[config.mk]
export PLATFORM = sky130hd
export DESIGN_NAME = form_urlencoded_decoder_flat
export DESIGN_NICKNAME = d
export VERILOG_FILES = /design/src/sv/fud_pkg.sv /design/src/sv/fud_in_if.sv /design/src/sv/fud_out_if.sv /design/src/sv/fud_step.sv /design/src/sv/form_urlencoded_decoder.sv /design/src/flat_wrapper.sv
export VERILOG_INCLUDE_DIRS = /design/src /design/src/sv
export SDC_FILE = /design/constraint.sdc
export NUM_CORES = 1
export LEC_CHECK = 0
export CORE_ASPECT_RATIO = 1.1
export CORE_MARGIN = 2
export CORE_UTILIZATION = 60
export DETAILED_ROUTE_END_ITERATION = 8
export DONT_BUFFER_PORTS = 1
export GPL_ROUTABILITY_DRIVEN = 0
export PLACE_DENSITY = 0.76
export SLEW_MARGIN = 10
export SYNTH_ARGS = -nofsm -noshare
export SYNTH_HDL_FRONTEND = slang
export SYNTH_SLANG_ARGS = --single-unit
[constraint.sdc]
create_clock -name clk -period 5.2 [get_ports clk]
set_input_delay 1.04 -clock clk [delete_from_list [all_inputs] [get_ports clk]]
set_output_delay 1.04 -clock clk [all_outputs]
set_load 0.01 [all_outputs]
[src/sv/form_urlencoded_decoder_assert.svh]
// ---------------------------------------------------------------------------
// form_urlencoded_decoder_assert.svh
// Assertion macros shared by the decoder RTL.
// ---------------------------------------------------------------------------
`ifndef FORM_URLENCODED_DECODER_ASSERT_SVH
`define FORM_URLENCODED_DECODER_ASSERT_SVH

// Same-cycle implication, disabled during reset
`define FUD_ASSERT_NOW(label, clk, rst_n, ante, cons) \
    label: assert property (@(posedge clk) disable iff (!rst_n) (ante) |-> (cons)) \
        else $error("assertion failed");

// Next-cycle implication, disabled during reset
`define FUD_ASSERT_NEXT(label, clk, rst_n, ante, cons) \
    label: assert property (@(posedge clk) disable iff (!rst_n) (ante) |=> (cons)) \
        else $error("assertion failed");

`endif

[src/sv/fud_pkg.sv]
// ---------------------------------------------------------------------------
// fud_pkg
// Types, character codes and helpers for the form-urlencoded decoder.
// ---------------------------------------------------------------------------
package fud_pkg;

    // Result kinds
    typedef enum logic [1:0] {
        KIND_DATA = 2'd0,
        KIND_PAIR = 2'd1,
        KIND_ERR  = 2'd2
    } kind_t;

    // Escape tracking phases
    typedef enum logic [1:0] {
        PH_NORMAL = 2'd0,
        PH_HEX1   = 2'd1,
        PH_HEX2   = 2'd2,
        PH_ERROR  = 2'd3
    } phase_t;

    // Character codes
    localparam logic [7:0] CHR_PERCENT = 8'h25;
    localparam logic [7:0] CHR_PLUS    = 8'h2B;
    localparam logic [7:0] CHR_AMP     = 8'h26;
    localparam logic [7:0] CHR_EQUALS  = 8'h3D;
    localparam logic [7:0] CHR_SPACE   = 8'h20;
    localparam logic [7:0] CHR_DEL     = 8'h7F;
    localparam logic [7:0] CHR_HIGH    = 8'h80;

    // Decoder state
    typedef struct packed {
        logic       value_mode;
        phase_t     phase;
        logic [3:0] high_nibble;
    } dec_state_t;

    localparam dec_state_t STATE_RESET = '{value_mode: 1'b0, phase: PH_NORMAL,
                                           high_nibble: 4'd0};

    // One result item plus its strobe
    typedef struct packed {
        logic       emit;
        logic [7:0] out_byte;
        logic       in_value_part;
        kind_t      kind;
    } dec_result_t;

    // Hex digit check; bit 4 set means not a hex digit
    function automatic logic [4:0] hex_value(input logic [7:0] c);
        logic [4:0] v;
        v = 5'h10;
        if (c >= 8'h30 && c <= 8'h39) begin
            v = {1'b0, c[3:0]};
        end else if ((c >= 8'h41 && c <= 8'h46) || (c >= 8'h61 && c <= 8'h66)) begin
            v = {1'b0, c[3:0] + 4'd9};
        end
        return v;
    endfunction

endpackage

[src/sv/fud_in_if.sv]
// ---------------------------------------------------------------------------
// fud_in_if
// Input channel: one raw query byte or an end-of-input mark per item.
// ---------------------------------------------------------------------------
interface fud_in_if;
    logic       valid;
    logic       ready;
    logic [7:0] in_byte;
    logic       is_end;

    modport source (output valid, output in_byte, output is_end, input ready);
    modport sink   (input valid, input in_byte, input is_end, output ready);
endinterface

[src/sv/fud_out_if.sv]
// ---------------------------------------------------------------------------
// fud_out_if
// Output channel: one decoded byte, pair marker or error per item.
// ---------------------------------------------------------------------------
interface fud_out_if;
    logic       valid;
    logic       ready;
    logic [7:0] out_byte;
    logic       in_value_part;
    logic [1:0] kind;

    modport source (output valid, output out_byte, output in_value_part,
                    output kind, input ready);
    modport sink   (input valid, input out_byte, input in_value_part,
                    input kind, output ready);
endinterface

[src/sv/fud_step.sv]
// ---------------------------------------------------------------------------
// fud_step
// Single-item decode step: current state and item in, next state and result out.
// ---------------------------------------------------------------------------
module fud_step (
    input  fud_pkg::dec_state_t  state,
    input  logic [7:0]           in_byte,
    input  logic                 is_end,
    output fud_pkg::dec_state_t  state_next,
    output fud_pkg::dec_result_t result
);
    import fud_pkg::*;

    logic [4:0] hex;
    logic       non_print;

    assign hex       = hex_value(in_byte);
    assign non_print = !in_byte[7] && (in_byte < CHR_SPACE || in_byte == CHR_DEL);

    always_comb begin
        state_next = state;
        result     = '{emit: 1'b0, out_byte: 8'd0, in_value_part: 1'b0, kind: KIND_DATA};

        if (is_end) begin
            // End of input: flag open escape, close open value, then reset
            if (state.phase == PH_HEX1 || state.phase == PH_HEX2) begin
                result.emit = 1'b1;
                result.kind = KIND_ERR;
            end else if (state.phase == PH_NORMAL && state.value_mode) begin
                result.emit          = 1'b1;
                result.in_value_part = 1'b1;
                result.kind          = KIND_PAIR;
            end
            state_next = STATE_RESET;
        end else begin
            unique case (state.phase)
                PH_ERROR: begin
                    // drop bytes until end of input
                end
                PH_HEX1, PH_HEX2: begin
                    if (hex[4]) begin
                        state_next.phase = PH_ERROR;
                        result.emit      = 1'b1;
                        result.kind      = KIND_ERR;
                    end else if (state.phase == PH_HEX1) begin
                        state_next.high_nibble = hex[3:0];
                        state_next.phase       = PH_HEX2;
                    end else begin
                        state_next.phase     = PH_NORMAL;
                        result.emit          = 1'b1;
                        result.out_byte      = {state.high_nibble, hex[3:0]};
                        result.in_value_part = state.value_mode;
                    end
                end
                PH_NORMAL: begin
                    if (in_byte == CHR_AMP) begin
                        // close a value; in a name, run on into the next term
                        if (state.value_mode) begin
                            state_next.value_mode = 1'b0;
                            result.emit           = 1'b1;
                            result.in_value_part  = 1'b1;
                            result.kind           = KIND_PAIR;
                        end
                    end else if (in_byte == CHR_EQUALS) begin
                        if (state.value_mode) begin
                            result.emit          = 1'b1;
                            result.out_byte      = in_byte;
                            result.in_value_part = 1'b1;
                        end else begin
                            state_next.value_mode = 1'b1;
                        end
                    end else if (in_byte == CHR_PERCENT) begin
                        state_next.phase = PH_HEX1;
                    end else if (in_byte == CHR_PLUS) begin
                        result.emit          = 1'b1;
                        result.out_byte      = CHR_SPACE;
                        result.in_value_part = state.value_mode;
                    end else if (non_print) begin
                        state_next.phase = PH_ERROR;
                        result.emit      = 1'b1;
                        result.kind      = KIND_ERR;
                    end else begin
                        result.emit          = 1'b1;
                        result.out_byte      = in_byte;
                        result.in_value_part = state.value_mode;
                    end
                end
                default: begin
                    state_next.phase = PH_ERROR;
                end
            endcase
        end
    end

endmodule

[src/sv/form_urlencoded_decoder.sv]
// ---------------------------------------------------------------------------
// form_urlencoded_decoder
// Streaming decoder for form-urlencoded query strings.
// ---------------------------------------------------------------------------
//  channel  | dir | payload                          | handshake
//  ---------+-----+----------------------------------+-------------
//  in_ch    | in  | in_byte[7:0], is_end             | valid/ready
//  out_ch   | out | out_byte[7:0], in_value_part,    | valid/ready
//           |     | kind[1:0] (data, pair, error)    |
//
//  One item per cycle sustained while out_ch does not stall; a result shows on
//  out_ch once its item has passed the input register and the result register.
//  Items that produce no result are consumed without touching out_ch.
//  rst_n low clears the decoder state and both valid flags asynchronously.
//  A stall on out_ch holds the result register; in_ch stays ready while its
//  register is empty or the result register is moving.
// ---------------------------------------------------------------------------
module form_urlencoded_decoder (
    input logic      clk,
    input logic      rst_n,
    fud_in_if.sink   in_ch,
    fud_out_if.source out_ch
);
    import fud_pkg::*;

    `include "form_urlencoded_decoder_assert.svh"

    logic        in_valid_reg;
    logic [7:0]  in_byte_reg;
    logic        is_end_reg;
    dec_state_t  state_reg;
    dec_state_t  state_next;
    dec_result_t step_result;
    logic        out_valid_reg;
    logic [7:0]  out_byte_reg;
    logic        out_part_reg;
    kind_t       out_kind_reg;
    logic        advance;

    // Move the result stage when it is empty or being taken
    assign advance     = !out_valid_reg || out_ch.ready;
    assign in_ch.ready = !in_valid_reg || advance;

    fud_step u_step (
        .state      (state_reg),
        .in_byte    (in_byte_reg),
        .is_end     (is_end_reg),
        .state_next (state_next),
        .result     (step_result)
    );

    // Capture the incoming item
    always_ff @(posedge clk or negedge rst_n) begin
        if (!rst_n) begin
            in_valid_reg <= 1'b0;
        end else if (in_ch.ready) begin
            in_valid_reg <= in_ch.valid;
        end
    end

    always_ff @(posedge clk) begin
        if (in_ch.ready && in_ch.valid) begin
            in_byte_reg <= in_ch.in_byte;
            is_end_reg  <= in_ch.is_end;
        end
    end

    // Advance decoder state and load the result register
    always_ff @(posedge clk or negedge rst_n) begin
        if (!rst_n) begin
            state_reg     <= STATE_RESET;
            out_valid_reg <= 1'b0;
        end else if (advance) begin
            out_valid_reg <= in_valid_reg && step_result.emit;
            if (in_valid_reg) begin
                state_reg <= state_next;
            end
        end
    end

    always_ff @(posedge clk) begin
        if (advance && in_valid_reg && step_result.emit) begin
            out_byte_reg <= step_result.out_byte;
            out_part_reg <= step_result.in_value_part;
            out_kind_reg <= step_result.kind;
        end
    end

    assign out_ch.valid         = out_valid_reg;
    assign out_ch.out_byte      = out_byte_reg;
    assign out_ch.in_value_part = out_part_reg;
    assign out_ch.kind          = out_kind_reg;

    // End of input always returns the decoder to its reset state
    `FUD_ASSERT_NEXT(a_end_resets, clk, rst_n, advance && in_valid_reg && is_end_reg, state_reg == STATE_RESET)

    // Bytes in the error phase never produce a result
    `FUD_ASSERT_NEXT(a_error_silent, clk, rst_n, advance && in_valid_reg && !is_end_reg && state_reg.phase == PH_ERROR, !out_valid_reg)

    // Pair markers carry the value flag and a zero byte
    `FUD_ASSERT_NOW(a_pair_fields, clk, rst_n, out_valid_reg && out_kind_reg == KIND_PAIR, out_part_reg && out_byte_reg == 8'd0)

    // Error results carry zero fields
    `FUD_ASSERT_NOW(a_err_fields, clk, rst_n, out_valid_reg && out_kind_reg == KIND_ERR, !out_part_reg && out_byte_reg == 8'd0)

endmodule

[src/flat_wrapper.sv]
// flat-port wrapper written by rule: the top's interface ports become plain ports
module form_urlencoded_decoder_flat import fud_pkg::*;
  (clk, rst_n, in_ch_valid, in_ch_in_byte, in_ch_is_end, in_ch_ready, out_ch_valid, out_ch_out_byte, out_ch_in_value_part, out_ch_kind, out_ch_ready);
  fud_in_if in_ch_i ();
  fud_out_if out_ch_i ();
  input logic clk;
  input logic rst_n;
  input wire logic [$bits(in_ch_i.valid)-1:0] in_ch_valid;
  input wire logic [$bits(in_ch_i.in_byte)-1:0] in_ch_in_byte;
  input wire logic [$bits(in_ch_i.is_end)-1:0] in_ch_is_end;
  output wire logic [$bits(in_ch_i.ready)-1:0] in_ch_ready;
  output wire logic [$bits(out_ch_i.valid)-1:0] out_ch_valid;
  output wire logic [$bits(out_ch_i.out_byte)-1:0] out_ch_out_byte;
  output wire logic [$bits(out_ch_i.in_value_part)-1:0] out_ch_in_value_part;
  output wire logic [$bits(out_ch_i.kind)-1:0] out_ch_kind;
  input wire logic [$bits(out_ch_i.ready)-1:0] out_ch_ready;
  assign in_ch_i.valid = in_ch_valid;
  assign in_ch_i.in_byte = in_ch_in_byte;
  assign in_ch_i.is_end = in_ch_is_end;
  assign in_ch_ready = in_ch_i.ready;
  assign out_ch_valid = out_ch_i.valid;
  assign out_ch_out_byte = out_ch_i.out_byte;
  assign out_ch_in_value_part = out_ch_i.in_value_part;
  assign out_ch_kind = out_ch_i.kind;
  assign out_ch_i.ready = out_ch_ready;
  form_urlencoded_decoder u_core (.clk(clk), .rst_n(rst_n), .in_ch(in_ch_i), .out_ch(out_ch_i));
endmodule
==> results of run 1 <==
## power by group
part | switching (mW) | internal [mW]
logic | 0.194 | 0.117
clock network | 0.0756 | 0.0782
registers | 0.0801 | 0.348
## layout by cell type (no fill, tap or decap), types with 2 or more instances in the layout
cell type / instances
sky130_fd_sc_hd__a211o_1: 4
sky130_fd_sc_hd__a211oi_2: 2
sky130_fd_sc_hd__a21o_1: 2
sky130_fd_sc_hd__a21oi_1: 5
sky130_fd_sc_hd__a221o_1: 2
sky130_fd_sc_hd__a22o_1: 3
sky130_fd_sc_hd__a31oi_1: 2
sky130_fd_sc_hd__a32oi_1: 2
sky130_fd_sc_hd__a41oi_1: 2
sky130_fd_sc_hd__and2_1: 3
sky130_fd_sc_hd__and3_1: 2
sky130_fd_sc_hd__and4_1: 2
sky130_fd_sc_hd__clkbuf_4: 5
sky130_fd_sc_hd__clkbuf_8: 2
sky130_fd_sc_hd__dfrtp_1: 9
sky130_fd_sc_hd__edfxtp_1: 20
sky130_fd_sc_hd__ha_1: 8
sky130_fd_sc_hd__inv_1: 10
sky130_fd_sc_hd__nand2_1: 11
sky130_fd_sc_hd__nand2b_1: 4
sky130_fd_sc_hd__nand3_1: 4
sky130_fd_sc_hd__nand3b_1: 3
sky130_fd_sc_hd__nand4_1: 2
sky130_fd_sc_hd__nor2_1: 13
sky130_fd_sc_hd__nor2b_1: 3
sky130_fd_sc_hd__nor3_1: 3
sky130_fd_sc_hd__nor3b_1: 5
sky130_fd_sc_hd__o211a_1: 2
sky130_fd_sc_hd__o211ai_1: 3
sky130_fd_sc_hd__o21ai_0: 5
sky130_fd_sc_hd__o21ai_1: 2
sky130_fd_sc_hd__o21ai_2: 2
sky130_fd_sc_hd__o31ai_1: 2
## stage by stage
| step | hold WS, ps | util | std cells | setup slack [ps] |
|---|---|---|---|---|
| floorplan | 448.9 | - | 166 | 2416 |
| global placement | 474.2 | 0.6441 | 195 | 2709 |
| detailed placement | 481.1 | 0.6441 | 195 | 2623 |
| CTS | 375.6 | 0.6694 | 203 | 2704 |
| global route | 359.1 | 0.6694 | 203 | 2480 |
| finish | 393.5 | 0.6694 | 203 | 2653 |
## metal layers
metal | vias up | share of wire | global-route usage
met3 | 18 | 0.079 | 0.07676
met5 | - | 0 | 0
met2 | 75 | 0.51 | 0.4796
li1 | 647 | - | -
met4 | 0 | 0.036 | 0.1359
met1 | 666 | 0.37 | 0.2654
## worst max path at each step
stage	from	end	slack, ps	depth (start not counted)
global route	u_core.in_byte_reg[0]	u_core.out_ch.kind[1]	2480	8
CTS	u_core.in_byte_reg[0]	u_core.out_ch.kind[1]	2700	8
floorplan	out_ch_ready	u_core.out_ch.in_value_part	2420	5
detailed placement	out_ch_ready	u_core.out_ch.out_byte[1]	2620	6
finish	u_core.in_byte_reg[0]	u_core.out_ch.out_byte[1]	2650	8
global placement	out_ch_ready	u_core.out_ch.out_byte[1]	2710	6
## cells by family (layout without fill, tap and decap cells)
group | Yosys count | in the layout | synth area share
simple gates | 62 | 62 | 0.2031
compound gates | 51 | 51 | 0.2322
flops | 29 | 29 | 0.4688
buf+inv | 15 | 19 | 0.03338
fa+ha+maj | 8 | 8 | 0.05682
mux | 1 | 1 | 0.005682
## cell type report
type | count | share of cell area
sequential | 29 | 0.4441
multi-input combinational | 122 | 0.4717
tap | 33 | 0.02221
inverter | 10 | 0.02019
clock inverter | 1 | 0.002692
timing repair buffer | 1 | 0.004038
clock buffer | 7 | 0.03499
==> flow_summary.toml, run 1 <==
[clock_tree]
tritoncts.num_buffers = 5
clock_tree.buffer_depth = 2
ctsResizeCount = 0
cts-root-buf = "sky130_fd_sc_hd__clkbuf_4"
cts.repair_timing.setup_buffer_count = 0
clk-insertion-delay-late_ps = 330
cts_num_sinks = 29
tritoncts = "yes"
post_cts_hold_buffer_count = 0
worst_setup_hold_path_clk_slew_ps = 90
h-tree-depth = 2

[yosys]
postSynthCellCount = 166
syn-cell-area_sq_um = 1762
async_reset_ff_frac = 0.3103
yosysWarnings = 0
synth_seq_cells = 29
synth_top_area_share = 0.3409
synth_most_common_cell = "sky130_fd_sc_hd__edfxtp_1"
post_synth_most_frequent_cells = "sky130_fd_sc_hd__edfxtp_1 (20), sky130_fd_sc_hd__nor2_1 (13), sky130_fd_sc_hd__nand2_1 (11)"
post_synth.cell_area_avg_sq_um = 10.61
synth_top_flop_cell = "sky130_fd_sc_hd__edfxtp_1"
synth_seq_area_share = 0.4688
synthDominantAreaCellType = "sky130_fd_sc_hd__edfxtp_1"
synth_enable_flop_cells = 20
synth_fp_nets = 187
synth_cell_type_count = 52
synth.area.top_cells = "sky130_fd_sc_hd__edfxtp_1 (34%), sky130_fd_sc_hd__dfrtp_1 (13%), sky130_fd_sc_hd__ha_1 (5.7%)"

[run_status]
result_of_the_run = "finished, final reports clean"

[sta]
rsz_0062_raised_after_global_routing = "no"
maxClockFrequency_ghz = 0.3927
setup_violations = 0
drv_slew = 0
final_hold_viol_count = 0
worst_slew_margin_rel = 0.6251
worst_slew_pin_slew_ps = 561.5
timing.clock.skew_ps = 9.610
minimum_clock_period_ps = 2547
finalCritPeriodShare = 0.4897
final_setup_tns_ps = 0

[final_layout]
layout-drive-gt1-share = 0.1059
finalNetCount = 190
n_antenna_cell = 0
syn2layout_area_growth_pct = 5.540
layout.area.seq_sq_um = 825.8
multi_input_area_sq_um = 877.1
finish.instance_area_sq_um = 1859
layout.filler_cells = 205

[global_route]
grt_pass1_wl_um = 6499
first_global_vias = 1413
grt_max_degree = 16
grt_overflow = 0
gr-usage-all-layers = 0.2569
antenna_violations_before_repair = 0

[placed_design]
placement.cell_area_sq_um = 1789
io_buffer_count = 0
dp_hpwl_um = 2918

[worst_setup_path]
timing.critical_path.slowest_stage_cell = "sky130_fd_sc_hd__edfxtp_1"
minimum_setup_slack_among_reg_to_reg_paths_ps = 2650
timing.critical_path.from_type = "flop"
crit_family = "compound AO/OA/AOI/OAI gates"
path_buf_inv = 2
highest_net_fanout_along_the_worst_path = 11
critical_path_class = "flop to flop"
worst_ep_required_time_ps = 5240
crit-reg2reg-launch = "u_core.in_byte_reg[0]"
crit_arrival_ps = 2590
critical_path.endpoint_type = "flop"
worst_r2r_path_depth = 8
crit-reg2reg-capture = "u_core.out_ch.out_byte[1]"
cp_slowest_stage_delay_ps = 470
path_cells = "inv_1 -> ha_1 -> nor2b_1 -> a211oi_2 -> o21a_1 -> a41oi_1 -> o21ai_0 -> buf_4"

[routing]
num_vias = 1406
drcViolationCount = 0
route.detailed.vias_per_inst = 6.926
ant_nets = 0
first_iter_violations = 77
firstDrtPassIters = 4
post_drt_wl_per_cell_um = 19.28
detail_route.wirelength_um = 3913

[floorplan]
floorplan.core_area_sq_um = 2778
num_io_pins = 26
initial_utilization = 0.6342
die_area_sq_um = 3386
die-width_um = 55.67
fp-row-count = 20
die-height_um = 60.83

[hold_path]
min_path_type = "primary input to async pin"

[flow_run]
max_cap_viol_count = 0

[pwr]
power.density_nw_per_um2 = 480.1
max-vdd-ir-drop_v = 0.0003590
power.leakage_nw = 0.7403
design_power_total_uw = 892.6
(Power assumes the default switching activity.)
==> inputs of run 2 (changes only) <==
--- a/config.mk
+++ b/config.mk
@@ -8,11 +8,11 @@
 export LEC_CHECK = 0
 export CORE_ASPECT_RATIO = 1.1
 export CORE_MARGIN = 2
-export CORE_UTILIZATION = 60
+export CORE_UTILIZATION = 56
 export DETAILED_ROUTE_END_ITERATION = 8
 export DONT_BUFFER_PORTS = 1
 export GPL_ROUTABILITY_DRIVEN = 0
-export PLACE_DENSITY = 0.76
+export PLACE_DENSITY = 0.74
 export SLEW_MARGIN = 10
 export SYNTH_ARGS = -nofsm -noshare
 export SYNTH_HDL_FRONTEND = slang
==> constraint.sdc (replaced) <==
create_clock -name clk -period 2.2 [get_ports clk]
set_input_delay 0.44 -clock clk [delete_from_list [all_inputs] [get_ports clk]]
set_output_delay 0.44 -clock clk [all_outputs]
set_load 0.01 [all_outputs]
==> flow_summary.toml, run 2 (synthesis gave the netlist of run 1 again) <==
[clock_tree]
h-tree-depth = 2
clk-insertion-delay-late_ps = 340
clock_tree.buffer_depth = 2
worst_setup_hold_path_clk_slew_ps = 90
tritoncts.num_buffers = 5
tritoncts = "yes"
cts_num_sinks = 29
cts-root-buf = "sky130_fd_sc_hd__clkbuf_4"

[worst_setup_path]
worst_ep_required_time_ps = 2420
timing.critical_path.slowest_stage_cell = "sky130_fd_sc_hd__edfxtp_1"
crit_family = "simple AND/OR/NAND/NOR gates"
critical_path.startpoint = "u_core.in_byte_reg[0]"
highest_net_fanout_along_the_worst_path = 5
critical_path_depth = 8
cp_slowest_stage_delay_ps = 400
path_buf_inv = 2
path_cells = "inv_1 -> ha_2 -> nor2b_1 -> a211oi_2 -> buf_4 -> nor3b_1 -> nor3b_1 -> a221o_1"
worst_r2r_path_depth = 8
critical_path_class = "flop to flop"
minimum_setup_slack_among_reg_to_reg_paths_ps = 30
timing.critical_path.from_type = "flop"
critPathMostFrequentCell = "sky130_fd_sc_hd__nor3b_1"
crit-reg2reg-capture = "u_core.out_ch.out_byte[1]"
crit_arrival_ps = 2390
crit-reg2reg-launch = "u_core.in_byte_reg[0]"
critical_path.endpoint_type = "flop"

[placed_design]
io_buffer_count = 0
placement.cell_area_sq_um = 1907
numPlacedInstances = 211
post_place_worst_slack_ps = 36.67
dp_hpwl_um = 2933

[sta]
final_hold_viol_count = 0
final_critical_path_setup_slack_ps = 30.01
final_setup_tns_ps = 0
holdWs_ps = 198.4
finalCritPeriodShare = 0.9864
worst_slew_pin_slew_ps = 443.5
drv_slew = 0
timing.clock.skew_ps = 11.85
minimum_clock_period_ps = 2170
maxClockFrequency_ghz = 0.4608
worst_slew_margin_rel = 0.7033
setup_violations = 0

[hold_path]
whs_path_cells = 0
hold_path_sink = "u_core.in_byte_reg[6]"
min-delay-start = "in_ch_in_byte[6]"
min_path_type = "primary input to flop"

[global_route]
grt_pass1_wl_um = 6679
antenna_violations_before_repair = 0
first_global_vias = 1445
grt_overflow = 0
grt_max_degree = 15
gr-usage-all-layers = 0.2472

[routing]
ant_nets = 0
route.detailed.vias_per_inst = 6.875
detail_route.wirelength_um = 4260
first_iter_violations = 88
drcViolationCount = 0
num_vias = 1540
firstDrtPassIters = 5
post_drt_wl_per_cell_um = 19.02

[final_layout]
finalNetCount = 210
layout-drive-gt1-share = 0.2105
syn2layout_area_growth_pct = 15.55
n_antenna_cell = 0
stdcell_count = 224
finish.instance_area_sq_um = 2036
finalCoreUtilization = 0.6737
layout.cells.most_common_list = "sky130_fd_sc_hd__buf_4 (20), sky130_fd_sc_hd__edfxtp_1 (20), sky130_fd_sc_hd__nor2_1 (12), sky130_fd_sc_hd__nand2_1 (11), sky130_fd_sc_hd__inv_1 (10)"

[floorplan]
die-width_um = 57.48
floorplan.core_area_sq_um = 3022
num_io_pins = 26
die-height_um = 62.83
fp-row-count = 21
initial_utilization = 0.5830
die_area_sq_um = 3611

[flow_run]
max_cap_viol_count = 0

[pwr]
power.leakage_nw = 0.8267
design_power_total_mw = 2.180
power.density_nw_per_um2 = 1071
max-vdd-ir-drop_v = 0.0007767

[run_status]
result_of_the_run = "finished, final reports clean"
-- run 2: cell types whose count changed in the layout (fill, tap and decap cells not counted), sizes merged --
cell         delta
dlygate4sd3     +1
buf            +19
-- run 2: report_power, final --
group          internal, mW  leakage [nW]  switching [mW]
combinational         0.373         0.490           0.519
clock                 0.122        0.0269           0.174
sequential            0.824         0.309           0.169
-- run 2: routing by layer --
layer  up-vias  part of all wire  track usage
li1        689                 -            -
met5         -                 0            0
met1       708              0.39       0.3078
met2       115              0.47       0.3807
met3        28             0.088      0.07039
met4         0             0.045       0.1366
-- run 2: area by class of cell --
class                   count  area, sq um
clock buffers               7        45.04
clock inverters             1        3.754
fillers                   212        985.9
inverters                  10        37.54
multi-input cells         122        920.9
flip-flops and latches     29        825.8
well taps                  34        42.54
repair buffers             21        160.2
-- run 2: worst max path at each step --
stage | to
final | u_core.out_ch.out_byte[1]
after floorplan | u_core.out_ch.in_value_part
after detailed placement | u_core.out_ch.out_byte[1]
after global placement | u_core.out_ch.out_byte[1]
after global routing | u_core.out_ch.out_byte[1]
after CTS | u_core.out_ch.kind[0]
-- run 2: repair_timing --
action,CTS,global route
hold buffers,1,0
resized for setup,0,7
hold endpoints to repair,9,0
setup buffers,0,4
setup endpoints to repair,0,24
==> inputs of run 3 (changes only) <==
--- a/config.mk
+++ b/config.mk
@@ -6,7 +6,6 @@
 export SDC_FILE = /design/constraint.sdc
 export NUM_CORES = 1
 export LEC_CHECK = 0
-export CORE_ASPECT_RATIO = 1.1
 export CORE_MARGIN = 2
 export CORE_UTILIZATION = 56
 export DETAILED_ROUTE_END_ITERATION = 8
==> flow_summary.toml, run 3 (synthesis gave the netlist of run 1 again) <==
[clock_tree]
h-tree-depth = 2
clock_tree.buffer_depth = 2
worst_setup_hold_path_clk_slew_ps = 80
cts_num_sinks = 29
tritoncts = "yes"
tritoncts.num_buffers = 5
clk-insertion-delay-late_ps = 330
cts-root-buf = "sky130_fd_sc_hd__clkbuf_4"

[sta]
final_setup_tns_ps = 0
finalCritPeriodShare = 0.9812
maxClockFrequency_ghz = 0.4633
setup_violations = 0
rsz_0062_raised_after_global_routing = "yes"
drv_slew = 0
minimum_clock_period_ps = 2159
worst_slew_pin_slew_ps = 549.4
final_hold_viol_count = 0
worst_slew_margin_rel = 0.6321
timing.clock.skew_ps = 3.566

[pwr]
design_power_total_mw = 2.250
power.density_nw_per_um2 = 1090
power.leakage_nw = 0.8281
max-vdd-ir-drop_v = 0.0005311

[global_route]
grt_most_used_layer = "met2"
antenna_violations_before_repair = 0
first_global_vias = 1377
grt_overflow = 0
gr_layer_usage_met2 = 0.3789
global_route.usage.met3 = 0.08874
grt_pass1_wl_um = 6410
grt_max_degree = 13
gr-usage-all-layers = 0.2537
grt.met1_usage = 0.3296

[worst_setup_path]
timing.critical_path.from_type = "flop"
cp_slowest_stage_delay_ps = 420
crit_arrival_ps = 2220
critical_path.endpoint_type = "flop"
critical_path_class = "flop to flop"
timing.critical_path.slowest_stage_cell = "sky130_fd_sc_hd__dfrtp_2"
path_cells = "inv_1 -> ha_1 -> nand2b_1 -> a21o_1 -> nor3b_2 -> a41oi_2 -> buf_4 -> o21ai_2"
worst_ep_required_time_ps = 2260
highest_net_fanout_along_the_worst_path = 6

[routing]
detail_route.wirelength_um = 4106
num_vias = 1501
drcViolationCount = 0
route.detailed.vias_per_inst = 6.442
ant_nets = 0
first_iter_violations = 100
firstDrtPassIters = 4
post_drt_wl_per_cell_um = 17.62

[flow_run]
max_cap_viol_count = 0

[run_status]
result_of_the_run = "finished, final reports clean"

[placed_design]
dp_hpwl_um = 2969
io_buffer_count = 0
placement.cell_area_sq_um = 1904

[final_layout]
syn2layout_area_growth_pct = 17.12
finish.instance_area_sq_um = 2063
finalCoreUtilization = 0.6814
layout-drive-gt1-share = 0.2381
n_antenna_cell = 0
layout.cells.most_common_list = "sky130_fd_sc_hd__edfxtp_1 (20), sky130_fd_sc_hd__buf_4 (18), sky130_fd_sc_hd__nor2_1 (13), sky130_fd_sc_hd__nand2_1 (11)"
layout.cells.most_common = "sky130_fd_sc_hd__edfxtp_1"
finalNetCount = 209

[hold_path]
min_path_type = "primary input to flop"

[floorplan]
floorplan.core_area_sq_um = 3028
die-height_um = 60.09
die_area_sq_um = 3611
fp-row-count = 20
initial_utilization = 0.5818
num_io_pins = 26
die-width_um = 60.09
-- run 3: changes by cell type in the layout (fill, tap and decap cells not counted), sizes merged --
| cell | change |
|---|---|
| clkbuf | +1 |
| buf | -2 |
| o21ai | +1 |
| clkinv | -1 |
-- run 3: worst paths after layout --
kind                                     startpoint                   endpoint  slack (ps)  cells past startpoint
min in group asynchronous                     rst_n        u_core.in_valid_reg         470                      1
worst max-delay path            u_core.state_reg[4]  u_core.out_ch.out_byte[7]          40                      8
worst max register to register  u_core.state_reg[4]  u_core.out_ch.out_byte[7]          40                      8
worst min-delay path               in_ch_in_byte[7]      u_core.in_byte_reg[7]         200                      0
max in group asynchronous                     rst_n        u_core.state_reg[4]        1400                      1
worst min register to register  u_core.state_reg[1]        u_core.state_reg[1]         490                      2
-- run 3: worst max-delay path: cells and delay by family (launching register included) --
family	cells	cell delay (ps)
compound gates	3	500
simple gates	2	400
flops	1	420
buf+inv	2	250
fa+ha+maj	1	320
-- run 3: area by class of cell --
type                       count  area (sq um)
fill                         225         964.7
multi-input combinational    123         939.7
sequential                    29         827.0
timing repair buffer          19         145.1
clock buffer                   8         58.81
tap                           44         55.05
inverter                      10         37.54
-- run 3: report_power, final --
part	leakage [nW]	switching (mW)	internal (mW)
Combinational	0.487	0.541	0.385
Clock	0.0326	0.170	0.157
Sequential	0.308	0.171	0.825
Total	0.828	0.882	1.37
-- run 3: metrics by stage --
step / cells / setup WS (ps) / hold slack, ps
floorplan: 166 / 4.936 / 144.4
global placement: 219 / 64.53 / 144.6
detailed placement: 219 / -16.29 / 144.6
CTS: 228 / 21.94 / 175.9
global route: 233 / -67.28 / 155.7
finish: 233 / 41.42 / 197.6
-- run 3: repair_timing --
| action | in CTS | in global routing |
|---|---|---|
| buffers inserted | 0 | 4 |
| cloned | 0 | 1 |
| hold buffers | 1 | 0 |
| gates resized for setup | 3 | 9 |
| hold endpoints to repair | 9 | 0 |
| endpoints found under the setup margin | 12 | 19 |
-- run 3: routing by layer --
| layer | vias up | share of wire |
|---|---|---|
| li1 | 692 | - |
| met3 | 16 | 0.091 |
| met4 | 0 | 0.033 |
| met2 | 95 | 0.47 |
| met1 | 698 | 0.40 |
| met5 | - | 0 |
